File: src/sv/websocket_frame_deframer_macros.svh
// Assertion macros for the websocket frame deframer.
// Used by the front parser and the result queue; no other dependencies.
`ifndef WEBSOCKET_FRAME_DEFRAMER_MACROS_SVH
`define WEBSOCKET_FRAME_DEFRAMER_MACROS_SVH

// property holds on every clock outside reset
`define WSD_ASSERT(name, clk, rst, prop, msg) \
   name: assert property (@(posedge clk) disable iff (rst) (prop)) else $error(msg);

// condition in one cycle implies a property in the next
`define WSD_ASSERT_NEXT(name, clk, rst, pre, post, msg) \
   name: assert property (@(posedge clk) disable iff (rst) (pre) |=> (post)) else $error(msg);

`endif

File: src/sv/wsd_pkg.sv
// Package for the websocket frame deframer: parse phases, opcodes, kinds,
// header constants and the queued result word. No dependencies.
`timescale 1ns / 1ps

package wsd_pkg;

   typedef enum logic [2:0] {
      PH_HDR1,
      PH_HDR2,
      PH_EXT,
      PH_KEY,
      PH_BODY
   } phase_type;

   localparam logic [3:0] OP_TEXT  = 4'h1;
   localparam logic [3:0] OP_CLOSE = 4'h8;
   localparam logic [3:0] OP_PING  = 4'h9;

   localparam logic [1:0] KIND_TEXT  = 2'd0;
   localparam logic [1:0] KIND_PING  = 2'd1;
   localparam logic [1:0] KIND_CLOSE = 2'd2;
   localparam logic [1:0] KIND_ERROR = 2'd3;

   localparam logic [6:0] LEN_EXT16   = 7'd126;
   localparam logic [6:0] LEN_EXT64   = 7'd127;
   localparam logic [3:0] EXT16_BYTES = 4'd2;
   localparam logic [3:0] EXT64_BYTES = 4'd8;
   localparam logic [2:0] KEY_BYTES   = 3'd4;

   localparam logic [31:0] MAX_PAYLOAD_RESET = 32'h0200_0000;

   typedef struct packed {
      logic [7:0] data;
      logic [7:0] mask;
      logic       carries;
      logic [1:0] kind;
      logic       frame_end;
   } result_type;

endpackage

File: src/sv/wsd_front.sv
// Front parser: header, extended length and mask key decode, body byte
// classification. Depends on wsd_pkg and the assertion macros header.
`timescale 1ns / 1ps
`include "websocket_frame_deframer_macros.svh"

module wsd_front
   import wsd_pkg::*;
#(
   parameter int LENGTH_WIDTH = 64
) (
   input  logic        clock,
   input  logic        reset,
   input  logic        take,
   input  logic [7:0]  rx_byte,
   input  logic        csr_wr_en,
   input  logic [31:0] csr_wr_data,
   output logic        push,
   output result_type  push_word
);

   localparam int LW = LENGTH_WIDTH;
   localparam int CW = (LENGTH_WIDTH > 32) ? LENGTH_WIDTH : 32;

   phase_type      phase_ff, phase_in;
   logic           halt_ff, halt_in;
   logic [31:0]    max_ff, max_in;
   logic [3:0]     opcode_ff, opcode_in;
   logic           mask_ff, mask_in;
   logic [3:0]     ext_left_ff, ext_left_in;
   logic [LW-1:0]  len_ff, len_in;
   logic           ovf_ff, ovf_in;
   logic [31:0]    key_ff, key_in;
   logic [2:0]     key_left_ff, key_left_in;
   logic [LW-1:0]  rem_ff, rem_in;
   logic [1:0]     idx_ff, idx_in;

   logic           live;
   logic           is_ext;
   logic [LW-1:0]  ext_len;
   logic [LW-1:0]  known_len;
   logic           known_ovf;
   logic           known_mask;
   logic           ext_last;
   logic           key_last;
   logic           body_last;
   logic           len_known;
   logic           too_big;
   logic           start_evt;
   logic [LW-1:0]  start_len;
   logic           start_zero;
   logic [7:0]     mask_byte;
   logic           halt_set;
   phase_type      len_next;

   always_comb begin
      live       = take && !halt_ff;
      is_ext     = (rx_byte[6:0] == LEN_EXT16) || (rx_byte[6:0] == LEN_EXT64);
      ext_len    = {len_ff[LW-9:0], rx_byte};
      ext_last   = (ext_left_ff <= 4'd1);
      key_last   = (key_left_ff <= 3'd1);
      body_last  = (rem_ff <= LW'(1));
      if (phase_ff == PH_EXT) begin
         known_len  = ext_len;
         known_ovf  = ovf_ff || (len_ff[LW-1:LW-8] != 8'd0);
         known_mask = mask_ff;
      end else begin
         known_len  = LW'(rx_byte[6:0]);
         known_ovf  = 1'b0;
         known_mask = rx_byte[7];
      end
      too_big    = known_ovf || (CW'(known_len) > CW'(max_ff));
      len_known  = live && (((phase_ff == PH_HDR2) && !is_ext) ||
                            ((phase_ff == PH_EXT) && ext_last));
      start_len  = (phase_ff == PH_KEY) ? len_ff : known_len;
      start_zero = (start_len == '0);
      start_evt  = (len_known && !too_big && !known_mask) ||
                   (live && (phase_ff == PH_KEY) && key_last);
      case (idx_ff)
         2'd0:    mask_byte = key_ff[31:24];
         2'd1:    mask_byte = key_ff[23:16];
         2'd2:    mask_byte = key_ff[15:8];
         default: mask_byte = key_ff[7:0];
      endcase
      if (!mask_ff) begin
         mask_byte = 8'd0;
      end
      if (too_big) begin
         len_next = PH_HDR1;
      end else if (known_mask) begin
         len_next = PH_KEY;
      end else if (start_zero) begin
         len_next = PH_HDR1;
      end else begin
         len_next = PH_BODY;
      end
   end

   // next phase
   always_comb begin
      phase_in = phase_ff;
      if (live) begin
         unique case (phase_ff)
            PH_HDR1: begin
               phase_in = PH_HDR2;
            end
            PH_HDR2: begin
               phase_in = is_ext ? PH_EXT : len_next;
            end
            PH_EXT: begin
               if (ext_last) begin
                  phase_in = len_next;
               end
            end
            PH_KEY: begin
               if (key_last) begin
                  phase_in = start_zero ? PH_HDR1 : PH_BODY;
               end
            end
            PH_BODY: begin
               if (body_last) begin
                  phase_in = PH_HDR1;
               end
            end
            default: begin
               phase_in = PH_HDR1;
            end
         endcase
      end
   end

   // result words
   always_comb begin
      push      = 1'b0;
      push_word = '0;
      halt_set  = 1'b0;
      if (len_known && too_big) begin
         push                = 1'b1;
         push_word.kind      = KIND_ERROR;
         push_word.frame_end = 1'b1;
         halt_set            = 1'b1;
      end else if (start_evt && start_zero) begin
         push_word.frame_end = 1'b1;
         case (opcode_ff)
            OP_TEXT: begin
               push           = 1'b1;
               push_word.kind = KIND_TEXT;
            end
            OP_PING: begin
               push           = 1'b1;
               push_word.kind = KIND_PING;
            end
            OP_CLOSE: begin
               push           = 1'b1;
               push_word.kind = KIND_CLOSE;
               halt_set       = 1'b1;
            end
            default: begin
               push = 1'b0;
            end
         endcase
      end else if (live && (phase_ff == PH_BODY)) begin
         case (opcode_ff) inside
            OP_TEXT, OP_PING: begin
               push                = 1'b1;
               push_word.data      = rx_byte;
               push_word.mask      = mask_byte;
               push_word.carries   = 1'b1;
               push_word.kind      = (opcode_ff == OP_TEXT) ? KIND_TEXT : KIND_PING;
               push_word.frame_end = body_last;
            end
            OP_CLOSE: begin
               if (body_last) begin
                  push                = 1'b1;
                  push_word.kind      = KIND_CLOSE;
                  push_word.frame_end = 1'b1;
                  halt_set            = 1'b1;
               end
            end
            default: begin
               push = 1'b0;
            end
         endcase
      end
   end

   // datapath registers
   always_comb begin
      halt_in     = halt_ff || halt_set;
      max_in      = csr_wr_en ? csr_wr_data : max_ff;
      opcode_in   = opcode_ff;
      mask_in     = mask_ff;
      ext_left_in = ext_left_ff;
      len_in      = len_ff;
      ovf_in      = ovf_ff;
      key_in      = key_ff;
      key_left_in = key_left_ff;
      rem_in      = rem_ff;
      idx_in      = idx_ff;
      if (live) begin
         case (phase_ff)
            PH_HDR1: begin
               opcode_in = rx_byte[3:0];
            end
            PH_HDR2: begin
               mask_in     = rx_byte[7];
               ovf_in      = 1'b0;
               len_in      = is_ext ? '0 : known_len;
               ext_left_in = (rx_byte[6:0] == LEN_EXT16) ? EXT16_BYTES : EXT64_BYTES;
            end
            PH_EXT: begin
               len_in      = ext_len;
               ovf_in      = known_ovf;
               ext_left_in = ext_last ? 4'd0 : ext_left_ff - 4'd1;
            end
            PH_KEY: begin
               key_in      = {key_ff[23:0], rx_byte};
               key_left_in = key_last ? 3'd0 : key_left_ff - 3'd1;
            end
            PH_BODY: begin
               rem_in = rem_ff - LW'(1);
               idx_in = idx_ff + 2'd1;
            end
            default: begin
               opcode_in = opcode_ff;
            end
         endcase
         if (len_known && known_mask) begin
            key_left_in = KEY_BYTES;
         end
      end
      if (start_evt) begin
         rem_in = start_len;
         idx_in = 2'd0;
      end
   end

   always_ff @(posedge clock) begin
      if (reset) begin
         phase_ff <= PH_HDR1;
         halt_ff  <= 1'b0;
         max_ff   <= MAX_PAYLOAD_RESET;
      end else begin
         phase_ff <= phase_in;
         halt_ff  <= halt_in;
         max_ff   <= max_in;
      end
   end

   always_ff @(posedge clock) begin
      opcode_ff   <= opcode_in;
      mask_ff     <= mask_in;
      ext_left_ff <= ext_left_in;
      len_ff      <= len_in;
      ovf_ff      <= ovf_in;
      key_ff      <= key_in;
      key_left_ff <= key_left_in;
      rem_ff      <= rem_in;
      idx_ff      <= idx_in;
   end

   `WSD_ASSERT_NEXT(a_halt_sticks, clock, reset, halt_ff, halt_ff, "halt released before reset")
   `WSD_ASSERT(a_no_word_halted, clock, reset, !(push && halt_ff), "word pushed while halted")
   `WSD_ASSERT(a_push_needs_take, clock, reset, !push || take, "word pushed without input word")

endmodule

File: src/sv/wsd_queue.sv
// Short result queue between the front parser and the output stage.
// Flip-flop storage, combinational head read. Depends on wsd_pkg and macros.
`timescale 1ns / 1ps
`include "websocket_frame_deframer_macros.svh"

module wsd_queue
   import wsd_pkg::*;
#(
   parameter int DEPTH = 4
) (
   input  logic       clock,
   input  logic       reset,
   input  logic       push,
   input  result_type push_word,
   input  logic       pop,
   output logic       full,
   output logic       head_valid,
   output result_type head_word
);

   localparam int PW = (DEPTH > 1) ? $clog2(DEPTH) : 1;
   localparam int CNTW = $clog2(DEPTH + 1);
   localparam logic [PW-1:0] LAST_PTR = PW'(DEPTH - 1);

   result_type        store_ff [DEPTH];
   logic [PW-1:0]     wr_ptr_ff, wr_ptr_in;
   logic [PW-1:0]     rd_ptr_ff, rd_ptr_in;
   logic [CNTW-1:0]   count_ff, count_in;

   always_comb begin
      full       = (count_ff == CNTW'(DEPTH));
      head_valid = (count_ff != '0);
      head_word  = store_ff[rd_ptr_ff];
      wr_ptr_in  = wr_ptr_ff;
      rd_ptr_in  = rd_ptr_ff;
      count_in   = count_ff;
      if (push) begin
         wr_ptr_in = (wr_ptr_ff == LAST_PTR) ? '0 : wr_ptr_ff + PW'(1);
      end
      if (pop) begin
         rd_ptr_in = (rd_ptr_ff == LAST_PTR) ? '0 : rd_ptr_ff + PW'(1);
      end
      if (push && !pop) begin
         count_in = count_ff + CNTW'(1);
      end else if (pop && !push) begin
         count_in = count_ff - CNTW'(1);
      end
   end

   always_ff @(posedge clock) begin
      if (reset) begin
         wr_ptr_ff <= '0;
         rd_ptr_ff <= '0;
         count_ff  <= '0;
      end else begin
         wr_ptr_ff <= wr_ptr_in;
         rd_ptr_ff <= rd_ptr_in;
         count_ff  <= count_in;
      end
   end

   always_ff @(posedge clock) begin
      if (push) begin
         store_ff[wr_ptr_ff] <= push_word;
      end
   end

   `WSD_ASSERT(a_q_bound, clock, reset, count_ff <= CNTW'(DEPTH), "queue count over depth")
   `WSD_ASSERT(a_q_pop_empty, clock, reset, !(pop && !head_valid), "pop from empty queue")
   `WSD_ASSERT_NEXT(a_q_grow, clock, reset, push && !pop,
                    count_ff == $past(count_ff) + CNTW'(1), "queue count did not grow")

endmodule

File: src/sv/wsd_back.sv
// Output stage: unmasks the queued word and holds it for the result channel.
// Depends on wsd_pkg.
`timescale 1ns / 1ps

module wsd_back
   import wsd_pkg::*;
(
   input  logic       clock,
   input  logic       reset,
   input  logic       head_valid,
   input  result_type head_word,
   output logic       pop,
   input  logic       rsp_stall,
   output logic       rsp_valid,
   output logic [7:0] rsp_data_byte,
   output logic       rsp_carries_byte,
   output logic [1:0] rsp_frame_kind,
   output logic       rsp_frame_end
);

   logic       valid_ff, valid_in;
   logic [7:0] data_ff, data_in;
   logic       carries_ff, carries_in;
   logic [1:0] kind_ff, kind_in;
   logic       end_ff, end_in;

   always_comb begin
      pop        = head_valid && (!valid_ff || !rsp_stall);
      valid_in   = pop || (valid_ff && rsp_stall);
      data_in    = data_ff;
      carries_in = carries_ff;
      kind_in    = kind_ff;
      end_in     = end_ff;
      if (pop) begin
         data_in    = head_word.data ^ head_word.mask;
         carries_in = head_word.carries;
         kind_in    = head_word.kind;
         end_in     = head_word.frame_end;
      end
   end

   always_ff @(posedge clock) begin
      if (reset) begin
         valid_ff <= 1'b0;
      end else begin
         valid_ff <= valid_in;
      end
   end

   always_ff @(posedge clock) begin
      data_ff    <= data_in;
      carries_ff <= carries_in;
      kind_ff    <= kind_in;
      end_ff     <= end_in;
   end

   assign rsp_valid        = valid_ff;
   assign rsp_data_byte    = data_ff;
   assign rsp_carries_byte = carries_ff;
   assign rsp_frame_kind   = kind_ff;
   assign rsp_frame_end    = end_ff;

endmodule

File: src/sv/websocket_frame_deframer.sv
// WebSocket frame deframer top level: front parser, result queue, output stage.
// Depends on wsd_pkg, wsd_front, wsd_queue and wsd_back.
//
// Usage:
//  - req channel: one received word (byte) per accepted req_valid/!req_stall,
//    starting at a frame boundary. Up to one word per cycle.
//  - rsp channel: unmasked payload bytes of text and ping frames, empty-frame
//    markers, close and oversize reports; frame_end flags the last word of a frame.
//  - csr: csr_wr_en writes max_payload_length; write it only while idle.
//  - Result path: a result word is registered first in the queue and then in the
//    output stage register before it shows on rsp_valid.
//  - Throughput: one input word per cycle while req_stall is low, set by the front parser,
//    which takes each accepted word as it comes, and a one-word-per-cycle output stage.
//  - Receiver stall: results pile up in a QUEUE_DEPTH-word queue; when it is
//    full req_stall rises until the output stage drains a word.
//  - After a close or an oversize report all input words are swallowed until reset.
//  - Reset (synchronous) empties the queue, returns to the first header byte,
//    clears the halt and loads the 32 MiB default limit.
`timescale 1ns / 1ps

module websocket_frame_deframer
   import wsd_pkg::*;
#(
   parameter int LENGTH_WIDTH = 64,
   parameter int QUEUE_DEPTH  = 4
) (
   input  logic        clock,
   input  logic        reset,
   input  logic        req_valid,
   output logic        req_stall,
   input  logic [7:0]  req_rx_byte,
   output logic        rsp_valid,
   input  logic        rsp_stall,
   output logic [7:0]  rsp_data_byte,
   output logic        rsp_carries_byte,
   output logic [1:0]  rsp_frame_kind,
   output logic        rsp_frame_end,
   input  logic        csr_wr_en,
   input  logic [31:0] csr_wr_data
);

   logic       take;
   logic       push;
   result_type push_word;
   logic       q_full;
   logic       q_valid;
   result_type q_word;
   logic       q_pop;

   assign req_stall = q_full;
   assign take      = req_valid && !q_full;

   wsd_front #(
      .LENGTH_WIDTH(LENGTH_WIDTH)
   ) u_front (
      .clock      (clock),
      .reset      (reset),
      .take       (take),
      .rx_byte    (req_rx_byte),
      .csr_wr_en  (csr_wr_en),
      .csr_wr_data(csr_wr_data),
      .push       (push),
      .push_word  (push_word)
   );

   wsd_queue #(
      .DEPTH(QUEUE_DEPTH)
   ) u_queue (
      .clock     (clock),
      .reset     (reset),
      .push      (push),
      .push_word (push_word),
      .pop       (q_pop),
      .full      (q_full),
      .head_valid(q_valid),
      .head_word (q_word)
   );

   wsd_back u_back (
      .clock           (clock),
      .reset           (reset),
      .head_valid      (q_valid),
      .head_word       (q_word),
      .pop             (q_pop),
      .rsp_stall       (rsp_stall),
      .rsp_valid       (rsp_valid),
      .rsp_data_byte   (rsp_data_byte),
      .rsp_carries_byte(rsp_carries_byte),
      .rsp_frame_kind  (rsp_frame_kind),
      .rsp_frame_end   (rsp_frame_end)
   );

endmodule
File: config.mk
export PLATFORM = sky130hd
export DESIGN_NAME = websocket_frame_deframer
export DESIGN_NICKNAME = d
export VERILOG_FILES = /design/src/sv/wsd_pkg.sv /design/src/sv/wsd_front.sv /design/src/sv/wsd_queue.sv /design/src/sv/wsd_back.sv /design/src/sv/websocket_frame_deframer.sv
export VERILOG_INCLUDE_DIRS = /design/src /design/src/sv
export SDC_FILE = /design/constraint.sdc
export NUM_CORES = 1
export LEC_CHECK = 0
export ABC_AREA = 1
export BUFFER_PORTS_ARGS = -buffer_cell sky130_fd_sc_hd__buf_2
export CORE_ASPECT_RATIO = 1.25
export CORE_MARGIN = 4
export CORE_UTILIZATION = 40
export DETAILED_ROUTE_END_ITERATION = 7
export GPL_TIMING_DRIVEN = 1
export PLACE_DENSITY_LB_ADDON = 0.1
export SLEW_MARGIN = 20
export SYNTH_ARGS = -nofsm -noshare
export SYNTH_HDL_FRONTEND = slang
export SYNTH_SLANG_ARGS = --single-unit
File: constraint.sdc
create_clock -name clock -period 5.1 [get_ports clock]
set_clock_uncertainty 0.15 [all_clocks]
set_input_delay 0.255 -clock clock [delete_from_list [all_inputs] [get_ports clock]]
set_output_delay 0.255 -clock clock [all_outputs]
set_load 0.05 [all_outputs]
==> metrics, run 1 <==
type of the worst min-delay path=primary input to flop; CTS tree=done; Critical R2R Capture=u_queue.count_ff[2]; Crit. Startpoint=u_front.phase_ff[1]; pre-CTS WS=between 800 and 900 ps; first-pass GRT wire length=~65000 µm; Final Max Slew Viols=0; status=completed; Post-CTS Setup Inserts=0; vias in the first global route=roughly 12000; Sw Pwr=about 2600 µW; DR pass1 iterations=5; Tmin final=4300 ps; combinational power share=0.252; Synth warnings=0; layout cells sized above 1=0.0920; CP Capture Point=u_queue.count_ff[2]; Routed WL=between 40000 and 50000 µm; post-DR wirelength/cell=17.5 µm; Pint=5270 µW; period utilization=0.844; Setup WS post-layout=795 ps; TritonCTS buffer count=36; share of total power in the clock network=0.322; Worst Path Required=approximately 5400 ps; R2R depth=18; min-delay src=req_valid; Max-slew headroom=0.352; Power per Cell Area=between 400 and 500 nW/µm²; FP Rows=81; sequential area share after synthesis=0.561; Reg clk slew, reported paths=approximately 60 ps; core area=39200 µm²; critical path class=flop to flop; ys async rst share=0; MaxCap Viol Count=0; Worst-Margin Slew=971 ps; reg-to-reg startpoint=u_front.phase_ff[1]; DRC violations left=0; Static Leakage=roughly 0.0076 µW; DRT iter0 DRCs=between 800 and 900; Startpoint Class=flop; final net count=roughly 1900; Sink Count=~310; largest net degree at the start of global routing=between 70 and 80; Synth cell types=52; ANT nets after route=0; Post-synth EDFFs=265; H-tree Lvls=2; Final Hold Viols=0; crit path max fanout=27; flops & latches, synth=313; Via density=between 5 and 6; Peak VDD IR=266 µV; CP peak stage delay=640 ps; Detailed Place HPWL=28800 µm; Avg Inst Size Synth=9.29 µm²; Reg2Reg Setup Slack=between 700 and 800 ps; Placer Congestion=roughly 0.84; slowest CP cell=inv_2; ANT cells=0; Reg power frac=0.427; Die ar.=approximately 43000 µm²; initial antenna violation count=0; overall global routing resource usage=0.191; critical path capture point type=flop; Clock Tree Root=clkbuf_16; clk_lat worst skew=between 500 and 600 ps; port buffer count=58; Via Count=11800; final setup vio count=0; unrepaired setup endpoints after global routing=no; CP Cell Sequence=nand3_2 -> inv_2 -> o21ai_1 -> nor4_1 -> nand2_1 -> nor3_1 -> nand2_1 -> nor2_4 -> nand3_4 -> nand3_4 -> ha_1 -> inv_1 -> fa_1 -> nor2_1 -> nor2_1 -> nand2_1 -> o21ai_0 -> a21oi_1; Most common cell on crit path=nand2_1; Layout area overhead=15.2%; maximum clock rate=roughly 230 MHz; IO Pins=59; Cell Area, Synth=~16000 µm²; Die Y=about 230 µm; grt ovf=0; Gate Count Post-Synth=between 1500 and 2000; Die W=around 190 µm; clock tree buffer depth=3; CP arrival=4610 ps; initial core utilization=0.405; Syn Nets=roughly 1800; setup TNS=0 ps; switch share=0.329; ys flop type=edfxtp_1
worst min-delay path by stage:
stage	endpoint	cells after the start
after floorplan	u_front.phase_ff[0]	1
after global placement	u_front.key_ff[11]	0
after detailed placement	u_front.key_ff[13]	0
after CTS	u_front.phase_ff[2]	6
after global routing	u_front.phase_ff[2]	6
final	u_front.phase_ff[2]	6
registers in the layout, summed over array words and instances (netlist names), 4 cells and up, named ones only:
register / flops
u_back.rsp_data_byte: 8
u_front.ext_left_ff: 4
u_front.key_ff: 32
u_front.len_ff: 64
u_front.max_ff: 32
u_front.opcode_ff: 4
u_front.rem_ff: 64
u_queue.store_ff: 80
cell type report:
type,instances,area (µm²)
Clock inverter,14,123
Sequential cell,313,8920
Inverter,215,810
Timing Repair Buffer,122,923
Fill cell,3735,20900
Multi-Input combinational cell,1121,5870
Clock buffer,52,1030
Tap cell,498,623
synthesized netlist by cell type, drive strengths merged, types with 5 or more instances:
master,count,area [µm²]
a21oi,64,320
a221oi,8,70.1
a31oi,7,43.8
buf,33,199
clkbuf,29,109
dfxtp,48,961
edfxtp,265,7960
ha,44,551
inv,215,810
nand2,319,1220
nand3,39,230
nand4,20,138
nor2,273,1080
nor3,33,204
nor4,20,140
o21ai,156,785
o22ai,46,288
or2,5,31.3
xnor2,29,254
xor2,38,333
metal layers:
| layer | GRT usage | share of wire | vias to the layer above |
|---|---|---|---|
| met2 | 0.349 | 0.53 | 241 |
| li1 | - | - | 5962 |
| met5 | 0 | 0 | - |
| met4 | 0.0497 | 0.020 | 0 |
| met1 | 0.235 | 0.42 | 5572 |
| met3 | 0.0241 | 0.038 | 57 |
kinds of logic (layout without fill, tap and decap cells):
| logic type | count (synthesis) | in the layout | share of synthesized area |
|---|---|---|---|
| xor gates and xnor gates | 67 | 67 | 0.0369 |
| buffers and inverters | 277 | 403 | 0.0703 |
| and+or+nand+nor | 713 | 713 | 0.193 |
| DFF | 313 | 313 | 0.561 |
| AOI/OAI and AO/OA | 296 | 296 | 0.102 |
| adders and majority gates | 45 | 45 | 0.0359 |
critical path, delay by kind of cell (launching register included):
family,cells,cell delay [ps]
AOI/OAI and AO/OA,3,380
and+or+nand+nor,11,1850
buffers and inverters,2,700
adders and majority gates,2,530
DFF,1,620
power by group through the flow:
stage | clock [µW] | sequential [µW] | combinational, µW
after floorplan | 0 | 3570 | 1230
after global placement | 0 | 3400 | 1970
after detailed placement | 0 | 3410 | 1980
after CTS | 2600 | 3350 | 2010
after global routing | 2700 | 3390 | 2230
final | 2530 | 3350 | 1980
layout by cell type (no fill, tap or decap), types with 7 or more instances in the layout:
master / netlist / final
a21oi_1: 64 / 63
a221oi_1: 8 / 8
a31oi_1: 7 / 7
buf_2: 9 / 58
buf_4: 11 / 15
clkbuf_1: 29 / 11
clkbuf_16: 0 / 38
dfxtp_1: 48 / 48
dlygate4sd3_1: 0 / 46
edfxtp_1: 265 / 265
ha_1: 44 / 44
inv_1: 208 / 207
inv_2: 6 / 7
nand2_1: 313 / 312
nand3_1: 35 / 35
nand4_1: 18 / 18
nor2_1: 264 / 263
nor3_1: 29 / 29
nor4_1: 19 / 19
o21ai_0: 145 / 145
o21ai_1: 10 / 10
o22ai_1: 46 / 46
xnor2_1: 29 / 29
xor2_1: 38 / 38
per-stage QoR:
step / power, µW / std cells / hold WS (ps) / util / instance area [µm²]
after floorplan: 4800 / 1711 / 174 / - / 15900
after global placement: 5370 / 2223 / 279 / 0.425 / 16700
after detailed placement: 5380 / 2223 / 276 / 0.425 / 16700
after CTS: 7970 / 2335 / 259 / 0.467 / 18300
after global routing: 8320 / 2335 / 309 / 0.467 / 18300
final: 7860 / 2335 / 286 / 0.467 / 18300
what timing repair did:
| item | 4_1_cts | 5_1_grt |
|---|---|---|
| resized for setup | 0 | 0 |
| hold endpoints to repair | 50 | 0 |
| hold buffers | 46 | 0 |
Note: power is estimated with default switching activity, not from simulation.
==> run 2: changes to the inputs <==
clock period = 4.1 ns   (was 5.1 ns; I/O delays follow)
==> metrics, run 2 (synthesis gave the netlist of run 1 again) <==
Die ar.=43000 µm² (unchanged); DRT iter0 DRCs=631 (was 832); CTS tree=done (unchanged); TritonCTS buffer count=36 (unchanged); setup TNS=0 ps (unchanged); ANT cells=0 (unchanged); port buffer count=58 (unchanged); DRC violations left=0 (unchanged); Final Max Slew Viols=0 (unchanged); Max-slew headroom=0.352 (about the same); Reg power frac=0.417 (was 0.427); Worst Path Required=4110 ps (was 5400 ps); switch share=0.325 (was 0.329); Sw Pwr=3260 µW (was 2590 µW); final setup vio count=0 (unchanged); Worst Hold Depth=6 (unchanged); largest net degree at the start of global routing=93 (was 73); slowest CP cell=dfxtp_1 (was inv_2); critical path class=flop to flop (unchanged); Tmin final=3810 ps (was 4300 ps); Peak VDD IR=295 µV (was 266 µV); Sink Count=313 (unchanged); FP Rows=81 (unchanged); H-tree Lvls=2 (unchanged); fill cell count=3715 (was 3735); Buf/Inv on CP=2 (unchanged); Reg2Reg Setup Slack=290 ps (was 800 ps); Most common cell on crit path=nor2_1 (was nand2_1); Hold EP=u_front.phase_ff[2] (unchanged); CP arrival=3820 ps (was 4610 ps); ANT nets after route=0 (unchanged); type of the worst min-delay path=primary input to flop (unchanged); Startpoint Class=flop (unchanged); Detailed Place HPWL=29100 µm (was 28800 µm); max reg flops=80 (unchanged); Placer Congestion=0.854 (was 0.845); Setup WS post-layout=292 ps (was 795 ps); most common cell after layout, fill and taps aside=nand2_1 (unchanged); DR pass1 iterations=5 (unchanged); CP Cell Sequence=nand2_8 -> nor2_1 -> ha_1 -> a21oi_1 -> nor2_1 -> a211oi_1 -> o21ai_0 -> nor2_1 -> nand3_1 -> nand2_2 -> nand3_2 -> nand2_2 -> buf_12 -> inv_2 -> nand2_8 (was nand3_2 -> inv_2 -> o21ai_1 -> nor4_1 -> nand2_1 -> nor3_1 -> nand2_1 -> nor2_4 -> nand3_4 -> nand3_4 -> ha_1 -> inv_1 -> fa_1 -> nor2_1 -> nor2_1 -> nand2_1 -> o21ai_0 -> a21oi_1); final net count=1912 (was 1899); Die W=186 µm (unchanged); post-DR wirelength/cell=17.8 µm (was 17.5 µm); commonest non-fill, non-tap cells in the layout=nand2_1, edfxtp_1, nor2_1, inv_1, o21ai_0 (unchanged); Pint=6760 µW (was 5270 µW); maximum clock rate=263 MHz (was 232 MHz); core area=39200 µm² (unchanged); initial core utilization=0.405 (unchanged); first-pass GRT wire length=65100 µm (was 64900 µm); Post-CTS Setup Inserts=0 (unchanged); layout cells sized above 1=0.0984 (was 0.0920); Via density=5.09 (was 5.07); clk_lat worst skew=540 ps (was 520 ps); Routed WL=41700 µm (was 40800 µm); critical path capture point type=flop (unchanged); share of total power in the clock network=0.336 (was 0.322); clock tree buffer depth=3 (unchanged); Worst-Margin Slew=971 ps (about the same); unrepaired setup endpoints after global routing=no (unchanged); Via Count=12000 (was 11800); Power per Cell Area=541 nW/µm² (was 430 nW/µm²); vias in the first global route=11900 (about the same); period utilization=0.929 (was 0.844); Reg clk slew, reported paths=60 ps (about the same); Final Hold Viols=0 (unchanged); initial antenna violation count=0 (unchanged); crit path max fanout=92 (was 27); Critical R2R Capture=u_front.rem_ff[55] (was u_queue.count_ff[2]); Layout area overhead=16.5% (was 15.2%); IO Pins=59 (unchanged); pre-CTS WS=158 ps (was 897 ps); CP top delay family=simple AND/OR/NAND/NOR gates (unchanged); Clock Tree Root=clkbuf_16 (unchanged); reg-to-reg startpoint=u_front.phase_ff[1] (unchanged); Static Leakage=0.00768 µW (was 0.00759 µW); min-delay src=req_valid (unchanged); Die Y=231 µm (unchanged); status=completed (unchanged); Reg with most FFs=u_queue.store_ff (unchanged); worst hold margin=212 ps (was 286 ps); CP peak stage delay=550 ps (was 640 ps); R2R depth=15 (was 18); Top Registers=u_queue.store_ff (80), u_front.len_ff (64), u_front.rem_ff (64) (unchanged); grt ovf=0 (unchanged); MaxCap Viol Count=0 (unchanged); overall global routing resource usage=0.192 (was 0.191); combinational power share=0.247 (was 0.252)
-- run 2: cell types whose count changed in the layout (fill, tap and decap cells not counted), moves of 2 or more --
cell	change
bufinv_16	+4
inv_6	-2
clkinv_1	+2
clkbuf_8	-3
nand2_8	+2
clkinv_2	-2
clkbuf_1	-2
buf_4	+12
-- run 2: worst max-delay path by stage --
stage | startpoint | endpoint | slack, ps | cells past startpoint
floorplan | u_front.phase_ff[0] | u_queue.count_ff[2] | 100 | 27
global placement | u_front.phase_ff[0] | u_queue.count_ff[2] | 200 | 20
detailed placement | u_front.phase_ff[0] | u_front.rem_ff[41] | 160 | 15
CTS | u_front.phase_ff[0] | u_front.rem_ff[44] | 140 | 15
global route | u_front.phase_ff[1] | u_queue.count_ff[2] | 3 | 22
finish | u_front.phase_ff[1] | u_front.rem_ff[55] | 290 | 15
-- run 2: metrics by stage --
stage | instances | total power [µW] | cell area [µm²] | utilization
floorplan | 1711 | 5970 | 15900 | -
CTS | 2347 | 10100 | 18500 | 0.472
global route | 2347 | 10600 | 18500 | 0.472
finish | 2347 | 10000 | 18500 | 0.472
detailed placement | 2236 | 6710 | 16800 | 0.429
global placement | 2236 | 6680 | 16800 | 0.429
-- run 2: worst reg2reg max path, cell delays in order, from the launching register on --
cell	delay, ps
dfxtp_1	550
nand2_8	210
nor2_1	150
ha_1	250
a21oi_1	140
nor2_1	60
a211oi_1	180
o21ai_0	210
nor2_1	150
nand3_1	100
nand2_2	120
nand3_2	80
nand2_2	120
buf_12	330
inv_2	180
nand2_8	420
-- run 2: timing repair --
item / in CTS / in global routing
setup endpoints to repair: 0 / 76
hold buffers: 46 / 0
gates resized for setup: 0 / 3
endpoints found under the hold margin: 50 / 0
-- run 2: cell type report --
cell class,instances,area (µm²),share of cell area
multi-input combinational,1121,5900,0.319
inverter,215,810,0.0437
clock buffer,47,985,0.0532
sequential,313,8920,0.482
clock inverter,18,246,0.0133
timing repair buffer,135,1030,0.0558
tap,498,623,0.0336
-- run 2: routing by layer --
layer  wire, µm  global-route usage  up-vias
met5          0                   0        -
met4       1170              0.0581        0
met3       1400              0.0235       65
met2      21600               0.346      226
met1      17600               0.240     5677
li1           -                   -     5987
-- run 2: power by group through the flow --
stage	Combinational, µW	Clock, µW	Sequential, µW
2_1_floorplan	1540	0	4440
3_3_place_gp	2440	0	4240
3_5_place_dp	2460	0	4250
4_1_cts	2510	3460	4180
5_1_grt	2770	3580	4220
6_report	2470	3370	4180
